<file path="src/rtl/core/swad_pkg.sv">
package swad_pkg;

   // Fixed field widths of the request and response words
   localparam int LETTER_W = 5;
   localparam int ACTION_W = 2;

   // Request action codes; the fourth code carries no meaning and is ignored
   typedef enum logic [ACTION_W-1:0] {
      ACT_BEGIN   = 2'd0,
      ACT_PATTERN = 2'd1,
      ACT_TEXT    = 2'd2
   } action_type;

   // Histogram update controls for one accepted word
   typedef struct packed {
      logic                clear;
      logic                pat_inc;
      logic                win_inc;
      logic                win_dec;
      logic [LETTER_W-1:0] new_letter;
      logic [LETTER_W-1:0] old_letter;
   } hist_ctl_type;

   // Response word as it is buffered toward the response channel
   typedef struct packed {
      logic window_match;
      logic found;
      logic pattern_overflow;
   } rsp_word_type;

endpackage

</file>
<file path="src/rtl/core/swad_if.sv">
interface swad_req_if;
   logic       valid;
   logic       ready;
   logic [1:0] action;
   logic [4:0] letter;

   modport source (output valid, output action, output letter, input ready);
   modport sink   (input valid, input action, input letter, output ready);
endinterface

interface swad_rsp_if;
   logic valid;
   logic ready;
   logic window_match;
   logic found;
   logic pattern_overflow;

   modport source (output valid, output window_match, output found,
                   output pattern_overflow, input ready);
   modport sink   (input valid, input window_match, input found,
                   input pattern_overflow, output ready);
endinterface

</file>
<file path="src/rtl/core/swad_ram.sv">
module swad_ram #(
   parameter int WIDTH = 8,
   parameter int DEPTH = 16
) (
   input  logic                             clock,
   input  logic                             wr_en,
   input  logic [$clog2(DEPTH > 1 ? DEPTH : 2)-1:0] wr_addr,
   input  logic [WIDTH-1:0]                 wr_data,
   input  logic [$clog2(DEPTH > 1 ? DEPTH : 2)-1:0] rd_addr,
   output logic [WIDTH-1:0]                 rd_data
);

   logic [WIDTH-1:0] mem_ff [DEPTH];
   logic [WIDTH-1:0] rd_data_ff;

   // Read returns the contents before a write to the same address
   always_ff @(posedge clock) begin
      if (wr_en) begin
         mem_ff[wr_addr] <= wr_data;
      end
      rd_data_ff <= mem_ff[rd_addr];
   end

   assign rd_data = rd_data_ff;

endmodule

</file>
<file path="src/rtl/core/swad_hist.sv">
module swad_hist
   import swad_pkg::*;
#(
   parameter int ALPHABET = 26,
   parameter int CNT_W    = 7
) (
   input  logic         clock,
   input  logic         reset,
   input  hist_ctl_type ctl,
   output logic         equal_next
);

   logic [CNT_W-1:0]    pat_ff [ALPHABET];
   logic [CNT_W-1:0]    pat_in [ALPHABET];
   logic [CNT_W-1:0]    win_ff [ALPHABET];
   logic [CNT_W-1:0]    win_in [ALPHABET];
   logic [ALPHABET-1:0] eq_bits;

   // Each bin updates itself from the decoded letters; compare on next values
   always_comb begin
      for (int i = 0; i < ALPHABET; i++) begin
         if (ctl.clear) begin
            pat_in[i] = '0;
            win_in[i] = '0;
         end else begin
            pat_in[i] = pat_ff[i]
                      + CNT_W'(ctl.pat_inc && (int'(ctl.new_letter) == i));
            win_in[i] = win_ff[i]
                      + CNT_W'(ctl.win_inc && (int'(ctl.new_letter) == i))
                      - CNT_W'(ctl.win_dec && (int'(ctl.old_letter) == i)
                               && (win_ff[i] != '0));
         end
         eq_bits[i] = (pat_in[i] == win_in[i]);
      end
   end

   assign equal_next = &eq_bits;

   always_ff @(posedge clock) begin
      for (int i = 0; i < ALPHABET; i++) begin
         if (reset) begin
            pat_ff[i] <= '0;
            win_ff[i] <= '0;
         end else begin
            pat_ff[i] <= pat_in[i];
            win_ff[i] <= win_in[i];
         end
      end
   end

endmodule

</file>
<file path="src/rtl/core/sliding_window_anagram_detector.sv">
// Sliding-window anagram detector. Send a begin word, then the pattern letters,
// then the text letters (indices a=0 .. z=25). Every request word returns exactly
// one response word: window_match is high when the last pattern-length text
// letters are a permutation of the pattern, found stays high once any window has
// matched, and pattern_overflow stays high once the pattern ran past MAX_PATTERN
// letters (the extra letters are dropped and the truncated pattern is used).
// Pattern letters arriving after text has started, letters at or above ALPHABET
// and the unused action code change nothing and report no match. The block takes
// one word per clock while the skid entry is free; the response word is registered. Two
// response entries (output register plus a skid entry) let a new word enter while
// a response is still waiting. The rate is set by the histogram update and the
// ALPHABET-wide compare, done combinationally on next values, and by the ring of recent
// text letters, a MAX_PATTERN-deep RAM whose oldest entry is read ahead at the next write slot.
module sliding_window_anagram_detector
   import swad_pkg::*;
#(
   parameter int MAX_PATTERN = 64,
   parameter int ALPHABET    = 26
) (
   input  logic         clock,
   input  logic         reset,
   swad_req_if.sink     req_ch,
   swad_rsp_if.source   rsp_ch
);

   localparam int LEN_W = $clog2(MAX_PATTERN + 1);
   localparam int PTR_W = (MAX_PATTERN > 1) ? $clog2(MAX_PATTERN) : 1;

   // Request side
   logic req_fire;
   logic letter_ok;

   // Scan state
   logic [LEN_W-1:0] len_ff,   len_in;
   logic [LEN_W-1:0] fill_ff,  fill_in;
   logic [PTR_W-1:0] ptr_ff,   ptr_in;
   logic             found_ff, found_in;
   logic             ovf_ff,   ovf_in;

   logic [PTR_W-1:0] ptr_eff;
   logic [LEN_W-1:0] ptr_step;
   logic             text_go;
   logic             match;

   // Letter ring
   logic                ram_we;
   logic [LETTER_W-1:0] ram_rd_data;
   logic                bypass_ff;
   logic [LETTER_W-1:0] bypass_data_ff;
   logic [LETTER_W-1:0] old_letter;

   // Histograms
   hist_ctl_type hist_ctl;
   logic         hist_equal;

   // Response buffer
   rsp_word_type rsp_word;
   rsp_word_type head_ff;
   rsp_word_type skid_ff;
   logic         head_valid_ff;
   logic         skid_valid_ff;
   logic         rsp_pop;

   // Stall input only when both response entries are occupied
   assign req_ch.ready = !skid_valid_ff;
   assign req_fire     = req_ch.valid && req_ch.ready;
   assign letter_ok    = int'(req_ch.letter) < ALPHABET;

   // Oldest ring entry: prefetched last cycle, or the letter just written there
   assign old_letter = bypass_ff ? bypass_data_ff : ram_rd_data;

   always_comb begin
      len_in   = len_ff;
      fill_in  = fill_ff;
      ptr_in   = ptr_ff;
      found_in = found_ff;
      ovf_in   = ovf_ff;
      hist_ctl = '0;
      hist_ctl.new_letter = req_ch.letter;
      hist_ctl.old_letter = old_letter;
      ram_we   = 1'b0;
      text_go  = 1'b0;
      match    = 1'b0;

      // Wrap the write slot if it ever sits at or past the pattern length
      ptr_eff  = (LEN_W'(ptr_ff) >= len_ff) ? '0 : ptr_ff;
      ptr_step = LEN_W'(ptr_eff) + LEN_W'(1);

      if (req_fire) begin
         unique case (action_type'(req_ch.action))
            ACT_BEGIN: begin
               // Drop all state; the response reports all zeros
               len_in         = '0;
               fill_in        = '0;
               ptr_in         = '0;
               found_in       = 1'b0;
               ovf_in         = 1'b0;
               hist_ctl.clear = 1'b1;
            end
            ACT_PATTERN: begin
               // Pattern grows only while the window is still empty
               if (letter_ok && (fill_ff == '0)) begin
                  if (len_ff >= LEN_W'(MAX_PATTERN)) begin
                     ovf_in = 1'b1;
                  end else begin
                     len_in           = len_ff + LEN_W'(1);
                     hist_ctl.pat_inc = 1'b1;
                  end
               end
            end
            ACT_TEXT: begin
               // An empty pattern discards text letters
               if (letter_ok && (len_ff != '0)) begin
                  text_go          = 1'b1;
                  ram_we           = 1'b1;
                  hist_ctl.win_inc = 1'b1;
                  if (fill_ff >= len_ff) begin
                     hist_ctl.win_dec = 1'b1;
                  end else begin
                     fill_in = fill_ff + LEN_W'(1);
                  end
                  ptr_in = (ptr_step >= len_ff) ? '0 : PTR_W'(ptr_step);
               end
            end
            default: begin
            end
         endcase
      end

      match    = text_go && (fill_in == len_ff) && hist_equal;
      found_in = found_in || match;
   end

   always_ff @(posedge clock) begin
      if (reset) begin
         len_ff   <= '0;
         fill_ff  <= '0;
         ptr_ff   <= '0;
         found_ff <= 1'b0;
         ovf_ff   <= 1'b0;
      end else begin
         len_ff   <= len_in;
         fill_ff  <= fill_in;
         ptr_ff   <= ptr_in;
         found_ff <= found_in;
         ovf_ff   <= ovf_in;
      end
   end

   // Read ahead at the next write slot; forward when that slot is written now
   always_ff @(posedge clock) begin
      if (reset) begin
         bypass_ff <= 1'b0;
      end else begin
         bypass_ff <= ram_we && (ptr_eff == ptr_in);
      end
      bypass_data_ff <= req_ch.letter;
   end

   swad_ram #(
      .WIDTH (LETTER_W),
      .DEPTH (MAX_PATTERN)
   ) u_ring (
      .clock   (clock),
      .wr_en   (ram_we),
      .wr_addr (ptr_eff),
      .wr_data (req_ch.letter),
      .rd_addr (ptr_in),
      .rd_data (ram_rd_data)
   );

   swad_hist #(
      .ALPHABET (ALPHABET),
      .CNT_W    (LEN_W)
   ) u_hist (
      .clock      (clock),
      .reset      (reset),
      .ctl        (hist_ctl),
      .equal_next (hist_equal)
   );

   // Response word for the accepted request
   assign rsp_word.window_match     = match;
   assign rsp_word.found            = found_in;
   assign rsp_word.pattern_overflow = ovf_in;

   assign rsp_pop = head_valid_ff && rsp_ch.ready;

   // Two-entry response buffer: advance skid into head when head drains
   always_ff @(posedge clock) begin
      if (reset) begin
         head_valid_ff <= 1'b0;
         skid_valid_ff <= 1'b0;
      end else if (!head_valid_ff || rsp_pop) begin
         head_valid_ff <= skid_valid_ff || req_fire;
         skid_valid_ff <= skid_valid_ff && req_fire;
      end else if (req_fire) begin
         skid_valid_ff <= 1'b1;
      end
   end

   always_ff @(posedge clock) begin
      if (!head_valid_ff || rsp_pop) begin
         head_ff <= skid_valid_ff ? skid_ff : rsp_word;
         skid_ff <= rsp_word;
      end else if (req_fire) begin
         skid_ff <= rsp_word;
      end
   end

   assign rsp_ch.valid            = head_valid_ff;
   assign rsp_ch.window_match     = head_ff.window_match;
   assign rsp_ch.found            = head_ff.found;
   assign rsp_ch.pattern_overflow = head_ff.pattern_overflow;

`ifndef SYNTHESIS
   a_skid_needs_head: assert property (@(posedge clock) disable iff (reset)
      skid_valid_ff |-> head_valid_ff)
      else $error("skid entry held without a head entry");

   a_len_bound: assert property (@(posedge clock) disable iff (reset)
      len_ff <= LEN_W'(MAX_PATTERN))
      else $error("pattern length beyond MAX_PATTERN");

   a_fill_bound: assert property (@(posedge clock) disable iff (reset)
      fill_ff <= len_ff)
      else $error("window fill beyond pattern length");

   a_ptr_bound: assert property (@(posedge clock) disable iff (reset)
      (fill_ff != '0) |-> (LEN_W'(ptr_ff) < len_ff))
      else $error("ring pointer outside the window");

   a_begin_clears: assert property (@(posedge clock) disable iff (reset)
      (req_fire && (req_ch.action == ACT_BEGIN))
      |=> ((len_ff == '0) && (fill_ff == '0) && !found_ff && !ovf_ff))
      else $error("begin did not clear the scan state");
`endif

endmodule

</file>
<file path="src/flat_wrapper.sv">
// flat-port wrapper written by rule: the top's interface ports become plain ports
module sliding_window_anagram_detector_flat import swad_pkg::*;
#(
   parameter int MAX_PATTERN = 64,
   parameter int ALPHABET    = 26
)
  (clock, reset, req_ch_valid, req_ch_action, req_ch_letter, req_ch_ready, rsp_ch_valid, rsp_ch_window_match, rsp_ch_found, rsp_ch_pattern_overflow, rsp_ch_ready);
  swad_req_if req_ch_i ();
  swad_rsp_if rsp_ch_i ();
  input  logic clock;
  input  logic reset;
  input wire logic [$bits(req_ch_i.valid)-1:0] req_ch_valid;
  input wire logic [$bits(req_ch_i.action)-1:0] req_ch_action;
  input wire logic [$bits(req_ch_i.letter)-1:0] req_ch_letter;
  output wire logic [$bits(req_ch_i.ready)-1:0] req_ch_ready;
  output wire logic [$bits(rsp_ch_i.valid)-1:0] rsp_ch_valid;
  output wire logic [$bits(rsp_ch_i.window_match)-1:0] rsp_ch_window_match;
  output wire logic [$bits(rsp_ch_i.found)-1:0] rsp_ch_found;
  output wire logic [$bits(rsp_ch_i.pattern_overflow)-1:0] rsp_ch_pattern_overflow;
  input wire logic [$bits(rsp_ch_i.ready)-1:0] rsp_ch_ready;
  assign req_ch_i.valid = req_ch_valid;
  assign req_ch_i.action = req_ch_action;
  assign req_ch_i.letter = req_ch_letter;
  assign req_ch_ready = req_ch_i.ready;
  assign rsp_ch_valid = rsp_ch_i.valid;
  assign rsp_ch_window_match = rsp_ch_i.window_match;
  assign rsp_ch_found = rsp_ch_i.found;
  assign rsp_ch_pattern_overflow = rsp_ch_i.pattern_overflow;
  assign rsp_ch_i.ready = rsp_ch_ready;
  sliding_window_anagram_detector #(.MAX_PATTERN(MAX_PATTERN), .ALPHABET(ALPHABET)) u_core (.clock(clock), .reset(reset), .req_ch(req_ch_i), .rsp_ch(rsp_ch_i));
endmodule
</file>
<file path="config.mk">
export PLATFORM = sky130hd
export DESIGN_NAME = sliding_window_anagram_detector_flat
export DESIGN_NICKNAME = d
export VERILOG_FILES = /design/src/rtl/core/swad_pkg.sv /design/src/rtl/core/swad_if.sv /design/src/rtl/core/swad_ram.sv /design/src/rtl/core/swad_hist.sv /design/src/rtl/core/sliding_window_anagram_detector.sv /design/src/flat_wrapper.sv
export SDC_FILE = /design/constraint.sdc
export NUM_CORES = 2
export LEC_CHECK = 0
export BUFFER_PORTS_ARGS = -buffer_cell sky130_fd_sc_hd__buf_2
export CAP_MARGIN = 30
export CORE_MARGIN = 4
export CORE_UTILIZATION = 53
export DETAILED_ROUTE_END_ITERATION = 12
export GPL_TIMING_DRIVEN = 0
export PLACE_DENSITY = 0.71
export SYNTH_ARGS = -nofsm -noshare
export SYNTH_HDL_FRONTEND = slang
export SYNTH_SLANG_ARGS = --single-unit
</file>
<file path="constraint.sdc">
create_clock -name clock -period 6.59 [get_ports clock]
set_input_delay 1.318 -clock clock [delete_from_list [all_inputs] [get_ports clock]]
set_output_delay 1.318 -clock clock [all_outputs]
set_load 0.02 [all_outputs]
</file>
### Yosys cells after proc, flatten, opt, wreduce, memory -nomap -nowiden

Memories as Yosys holds them, arrays and structs flattened. A register that Yosys moved wholly into a read port is not among the register bits.
Index checks and enable logic that the tools add are counted.

* $add $sub $neg: 81
* order comparisons: 5
* equal/unequal tests: 82
* muxes and demuxes: 144
* bitwise operators: 52
* reduce and logical (&&, ||, !) cells: 152

Operators by type and width (number)
* two-way mux 7 bit: 109
* adder 7 x 1 -> 7 bit: 52
* equality test 7 bit: 27
* nonzero test 7 bit: 27
* subtractor 7 x 1 -> 7 bit: 26
* equality test 5 bit (second input constant): 32
* logical AND 1 bit: 112
* equality test 5 x 4 -> 1 bit (second input constant): 12
* OR 1 bit: 52
* case mux 7 bit (2 select lines): 2
* AND reduction 26 bit: 1
* two-way mux 6 bit: 4
* equality test 5 x 3 -> 1 bit (second input constant): 4
* two-way mux 1 bit: 20
* adder 7 x 1 -> 7 bit (second input constant): 2
* greater-or-equal comparator 7 bit: 2
* case mux 6 bit (2 select lines): 1
* equality test 5 x 2 -> 1 bit (second input constant): 2
* logical NOT 5 bit: 2
* two-way mux 3 bit: 3
* adder 6 x 1 -> 7 bit (second input constant): 1
* greater-or-equal comparator 6 x 7 -> 1 bit: 1
* greater-or-equal comparator 7 bit (second input constant): 1
* logical NOT 7 bit: 1
* other kinds (15): 20

* register bits: 36
* RAM bits: 684
* bits of input ports: 11
* memories: 3

Memory list
* u_core.u_ring.mem_ff: depth 64, width 5, read ports 1, clocked after memory_dff 1, wr ports 1, RTL line swad_ram.sv:13 `logic [WIDTH-1:0] mem_ff [DEPTH];`
* u_core.u_hist.pat_ff: depth 26, width 7, read ports 26, clocked after memory_dff 0, wr ports 26, RTL line swad_hist.sv:13 `logic [CNT_W-1:0] pat_ff [ALPHABET];`
* u_core.u_hist.win_ff: depth 26, width 7, read ports 26, clocked after memory_dff 0, wr ports 26, RTL line swad_hist.sv:15 `logic [CNT_W-1:0] win_ff [ALPHABET];`

### Depth between registers and ports, before layout

* depth in word-level cells: 15
* depth in mapped cells: 26
* mapped depth without buffers: 24

### Modules after synthesis

Synthesis repeated with hierarchy kept, for this count alone.

* cell total of the unflattened synthesis: 3505
* area total of the unflattened synthesis: 38024.0 um^2

By module, submodules not included
* swad_hist: times used 1, cells each 2555, area an instance 22584.2 um^2
* swad_ram: times used 1, cells each 642, area an instance 12886.1 um^2
* sliding_window_anagram_detector: times used 1, cells each 308, area an instance 2553.7 um^2

### Least setup slack after synthesis

OpenSTA, ideal clock, no wires.

* path kind: input to register
* start: input port req_ch_action[0]
* end: register u_core.head_ff (netlist bit u_core.rsp_ch.found), data pin
* library setup time: 0.152 ns
* arrival: 6.142 ns
* required time: 6.438 ns
* slack: 0.297 ns
* cell stages on the path: 22
* cell sequence: or3b_4 > a211oi_4 > nand2_2 > nor2_1 > o21ai_0 > or2_2 > a311oi_1 > ha_1 > inv_1 > ha_1 > inv_1 > fa_1 > nand2b_1 > a211oi_1 > nor4_1 > a311oi_1 > xor2_1 > or4_1 > nor4_1 > a31o_2 > nand4b_1 > a31oi_1

* cells in the longest elaborated chain, start to end: 12

RTL lines
* from (decl): RTL line flat_wrapper.sv:13 `input wire logic [$bits(req_ch_i.action)-1:0] req_ch_action;`
* equality test 2 bit: RTL line sliding_window_anagram_detector.sv:90 `unique case (action_type'(req_ch.action))`
* two-way mux 2 bit: RTL line sliding_window_anagram_detector.sv:90
* two-way mux 4 bit: RTL line sliding_window_anagram_detector.sv:89 `if (req_fire) begin`
* logical AND 1 bit, on equally long branches: RTL line swad_hist.sv:29, swad_hist.sv:30
* adder 7 x 1 -> 7 bit or logical AND 1 bit (tied branches): RTL line swad_hist.sv:29, swad_hist.sv:31
* subtractor 7 x 1 -> 7 bit: RTL line swad_hist.sv:30 `- CNT_W'(ctl.win_dec && (int'(ctl.old_letter) == i)`
* two-way mux 7 bit: RTL line swad_hist.sv:22 `if (ctl.clear) begin`
* equality test 7 bit: RTL line swad_hist.sv:33 `eq_bits[i] = (pat_in[i] == win_in[i]);`
* AND reduction 26 bit: RTL line swad_hist.sv:37 `assign equal_next = &eq_bits;`
* logical AND 1 bit: RTL line sliding_window_anagram_detector.sv:130 `match = text_go && (fill_in == len_ff) && hist_equal;`
* logical OR 1 bit (*): RTL line sliding_window_anagram_detector.sv:131 `found_in = found_in || match;`
* two-way mux 3 bit (*): RTL line sliding_window_anagram_detector.sv:204 `head_ff <= skid_valid_ff ? skid_ff : rsp_word;`
* to (signal assigned): RTL line sliding_window_anagram_detector.sv:204
* to (decl): RTL line sliding_window_anagram_detector.sv:58 `rsp_word_type head_ff;`

Every way passes the cells marked *; elsewhere a longest branch is shown, timed or not.
A chain may end at the register's enable or synchronous reset.

### Worst setup path after layout

Same ends and word-level chain as after synthesis.

==> results.py <==
metrics = {
    "worst_setup_path": {
        "cp-startpoint": "req_ch_action[0]",
        "cp-start-kind": "primary input",
        "crit_end": "u_core.rsp_ch.found",
        "rr_worst_depth": 22,
        "r2r_start": "u_core.bypass_ff",
        "crit_buf_inv": 4,
        "slowest_delay_ns": 0.55,
        "crit_type": "in2reg",
        "worst-path-stages": 20,
        "crit_chain": "buf_2 -> or3b_4 -> a2111oi_4 -> buf_2 -> nand2_1 -> nor2_1 -> ha_1 -> inv_1 -> fa_1 -> xor2_1 -> xnor2_2 -> nand4_1 -> nor4_1 -> nand4_1 -> or4_1 -> nor4_4 -> a31o_2 -> nand4b_1 -> buf_4 -> a31oi_1",
        "critPathMaxFanout": 10,
        "cp_top_family": "simple AND/OR/NAND/NOR gates",
        "cpMaxStageDelayCell": "or4_1",
        "end_kind": "register",
        "reg2reg_to": "u_core.rsp_ch.found",
        "rrSetupSlack_ns": 0.13,
        "cp.required_ns": 7.07,
        "worstPathArrival_ns": 7.01,
    },
    "placement": {
        "dp_hpwl_um": 81100,
        "io_buffers": 14,
        "place.gp.congestion": 0.997,
        "dp.cells": 4745,
    },
    "pwr": {
        "leakage_nw": 16.3,
        "power_density_nw_per_um2": 217,
        "seqPwrFrac_pct": 49.5,
        "clkPwrFrac_pct": 48.1,
        "internal-power_mw": 7.42,
        "swShare_pct": 21.8,
        "p_comb_share_pct": 2.4,
        "peakVddDrop_mv": 0.233,
        "switchingPower_mw": 2.07,
    },
    "route": {
        "drtIter0Drc": 2892,
        "wl_um": 108000,
        "final_antenna_net_count": 0,
        "dr.pass1.iters": 5,
        "vias": 29100,
        "wl_per_cell_um": 22.1,
        "drc": 0,
        "viasPerCell": 5.94,
    },
    "floorplan": {
        "die_h_um": 280,
        "die_x_um": 280,
        "core_um2": 73100,
        "std_cell_rows": 99,
        "initial_core_util_pct": 53.6,
        "ios": 16,
        "dieArea_um2": 78400,
    },
    "sta": {
        "slew_viol_final": 0,
        "setup_viol": 0,
        "min_period_ns": 6.54,
        "fmax_ghz": 0.153,
        "rsz0062_at_grt": "no",
        "fin_hold_ws_ns": 0.492,
        "fin_tns_setup_ns": 0,
        "finalCritPeriodShare_pct": 99.2,
        "finClkSkew_ns": 0.0352,
        "hold_viol": 0,
        "worstMarginPinSlew_ns": 1.07,
        "maxSlewHeadroom_pct": 28.2,
    },
    "yosys": {
        "synthDistinctLibCells": 94,
        "synthCells": 3754,
        "syn_area_um2": 39200,
        "synth_nets": 4102,
        "ys_seq_elements": 725,
        "ys_seq_area_share_pct": 45.4,
        "synthArstFlopShare_pct": 0,
        "synth_warnings": 0,
        "synth_edf_count": 326,
        "synthFlopType": "dfxtp_1",
        "syn_avg_cell_area_um2": 10.4,
    },
    "run": {
        "max_cap_viol_count": 0,
    },
    "final_layout": {
        "instances_no_fill": 4897,
        "utilization_pct": 59.8,
        "syn2layout_area_growth_pct": 11.5,
        "drive_gt1_share_pct": 7.77,
        "multiInputGateArea_um2": 20100,
        "fillers": 6024,
        "register_area_um2": 17800,
        "nets": 4223,
    },
    "global_route": {
        "grt_pass1_wl_um": 162000,
        "antenna_found_initial": 3,
        "grt_pass1_vias": 27700,
        "grt_usage_pct": 27.0,
        "grt_overflow": 0,
        "grt_max_degree": 43,
    },
    "cts": {
        "clkLatencyLatePin_ns": 0.65,
        "cts_hold_buf": 0,
        "numCtsBuffers": 79,
        "cts.sinks": 725,
        "path_clk_slew_ns": 0.06,
        "clk_path_buf_depth": 3,
        "tritoncts": "built",
        "clock-root-buffer": "clkbuf_16",
        "htreeDepth": 3,
    },
    "hold_path": {
        "hp-class": "reg2reg",
    },
    "outcome": {
        "outcome": "finished, final reports clean",
    },
}
[kinds of logic (layout without fill, tap and decap cells)]
logic type	after synthesis	after routing	share of synthesized area, %
AOI/OAI and AO/OA	483	483	9.27
adders and majority gates	337	337	11.3
other	0	1	0
DFF	725	725	45.4
xor gates and xnor gates	385	385	9.28
muxes	121	121	3.91
buffers and inverters	388	571	4.06
and+or+nand+nor	1315	1315	16.9
[how the worst min path moves through the flow]
| stage | startpoint | end | slack (ns) | cells after the start |
|---|---|---|---|---|
| 2_1_floorplan | u_core.ovf_ff | u_core.ovf_ff | 0.45 | 2 |
| 3_3_place_gp | u_core.ovf_ff | u_core.ovf_ff | 0.47 | 2 |
| 3_5_place_dp | u_core.ovf_ff | u_core.ovf_ff | 0.48 | 2 |
| 4_1_cts | u_core.ovf_ff | u_core.ovf_ff | 0.50 | 2 |
| 5_1_grt | u_core.ovf_ff | u_core.ovf_ff | 0.55 | 2 |
| 6_report | u_core.ovf_ff | u_core.ovf_ff | 0.49 | 2 |
[registers in the layout, summed over array words and instances (netlist names), 3 cells and up]
name	flops
u_core.u_hist.win_ff	182
u_core.skid_ff	3
u_core.u_hist.pat_ff	182
u_core.len_ff	7
u_core.u_ring.mem_ff	320
u_core.fill_ff	7
u_core.ptr_ff	6
u_core.u_ring.rd_data	5
u_core.bypass_data_ff	5
[final cells by class]
cell class	count	area share [%]
Sequential cell	725	40.7
Multi-Input combinational cell	2641	45.9
Clock inverter	31	0.965
Clock buffer	112	5.13
Inverter	289	2.48
Timing Repair Buffer	41	0.876
Antenna cell	1	0.00573
Buffer	98	1.16
Tap cell	959	2.75
[cell usage after synthesis, types with 11 or more instances]
cell / n / share of area (%)
o21ai_0: 44 / 0.56
nor4b_1: 11 / 0.25
or4_1: 15 / 0.29
inv_1: 289 / 2.8
buf_6: 11 / 0.32
a21o_1: 24 / 0.46
clkbuf_1: 63 / 0.60
fa_1: 26 / 1.3
nor3b_1: 24 / 0.46
o311a_1: 16 / 0.41
o31a_1: 12 / 0.27
a2111oi_0: 15 / 0.34
o21bai_1: 16 / 0.31
a211oi_1: 42 / 0.80
o31ai_1: 24 / 0.46
xnor3_1: 16 / 0.92
a31oi_1: 34 / 0.54
nor3_1: 71 / 0.91
dfxtp_1: 399 / 20
or2_2: 15 / 0.24
nor2b_1: 74 / 1.2
o311ai_0: 11 / 0.25
ha_1: 311 / 9.9
edfxtp_1: 326 / 25
and2_1: 129 / 2.1
nand3_1: 134 / 1.7
xnor2_1: 187 / 4.2
mux2i_1: 93 / 2.4
nand2_1: 152 / 1.5
nand4_1: 30 / 0.48
and3_1: 18 / 0.29
or3_1: 14 / 0.22
nor2_1: 476 / 4.6
o2111ai_1: 14 / 0.31
nor4_1: 54 / 0.86
a22oi_1: 21 / 0.40
o21a_1: 14 / 0.27
a21oi_1: 73 / 0.93
mux4_2: 20 / 1.1
xor2_1: 179 / 4.0
a311oi_1: 17 / 0.38
nand2b_1: 52 / 0.83
[stage by stage]
| step | setup WS [ns] | cell area (um^2) | total power [mW] |
|---|---|---|---|
| after floorplan | 0.297 | 39200 | 4.89 |
| after global placement | -3.21 | 40500 | 5.00 |
| after detailed placement | -2.04 | 40700 | 5.01 |
| after CTS | -0.0202 | 43500 | 9.52 |
| after global routing | 0.00703 | 43700 | 9.72 |
| final | 0.0547 | 43700 | 9.49 |
[what timing repair did]
item                       4_1_cts  5_1_grt
pin swaps                        4        8
gates resized for setup         28       39
setup endpoints to repair       10       11
setup buffers                    4        3
cloned                           0        1
[layer usage]
metal | up-vias | GRT usage (%) | wire length (um)
li1 | 13600 | - | -
met1 | 14100 | 39.6 | 48100
met2 | 1244 | 40.0 | 45600
met3 | 197 | 6.08 | 11200
met4 | 0 | 8.42 | 3130
met5 | - | 0 | 0
[cell usage in the layout, fill, tap and decap left out, drive strengths merged, types with 16 or more instances in the layout]
cell type,n
inv,292
nand3,134
nor3b,24
a311oi,17
mux2i,93
nor2b,74
edfxtp,326
xnor2,187
a21oi,73
fa,26
nand4,30
and3,18
o21bai,16
xor2,179
o31ai,24
a2111oi,19
and2,129
xnor3,16
clkbuf,176
buf,74
dfxtp,399
o21ai,48
a211oi,44
nand2,153
a21o,24
nand2b,52
nor4,55
ha,311
nor3,71
nor2,479
o311a,16
a22oi,21
a31oi,34
mux4,24
clkinv,19
[worst reg2reg max path, cell delays in order (launching register included)]
cell	delay [ns]
dfxtp_1	0.30
clkbuf_1	0.26
clkbuf_1	0.37
nor2_1	0.10
a31oi_1	0.74
nand2b_1	0.56
nor3_1	0.15
ha_1	0.30
inv_1	0.04
ha_1	0.19
inv_1	0.07
fa_1	0.21
nor2b_1	0.07
o311ai_0	0.40
o21ai_0	0.26
o31ai_1	0.59
nand4_1	0.35
nor4_4	0.36
a41oi_1	0.17
a22o_1	0.26
nand4b_1	0.16
buf_4	0.17
a31oi_1	0.20
[power groups by stage]
stage / clock network [mW] / registers (mW) / logic (mW)
4_1_cts: 4.60 / 4.70 / 0.214
3_3_place_gp: 0 / 4.80 / 0.198
2_1_floorplan: 0 / 4.80 / 0.0873
6_report: 4.56 / 4.70 / 0.226
3_5_place_dp: 0 / 4.80 / 0.211
5_1_grt: 4.79 / 4.70 / 0.234
(Power assumes the default switching activity.)
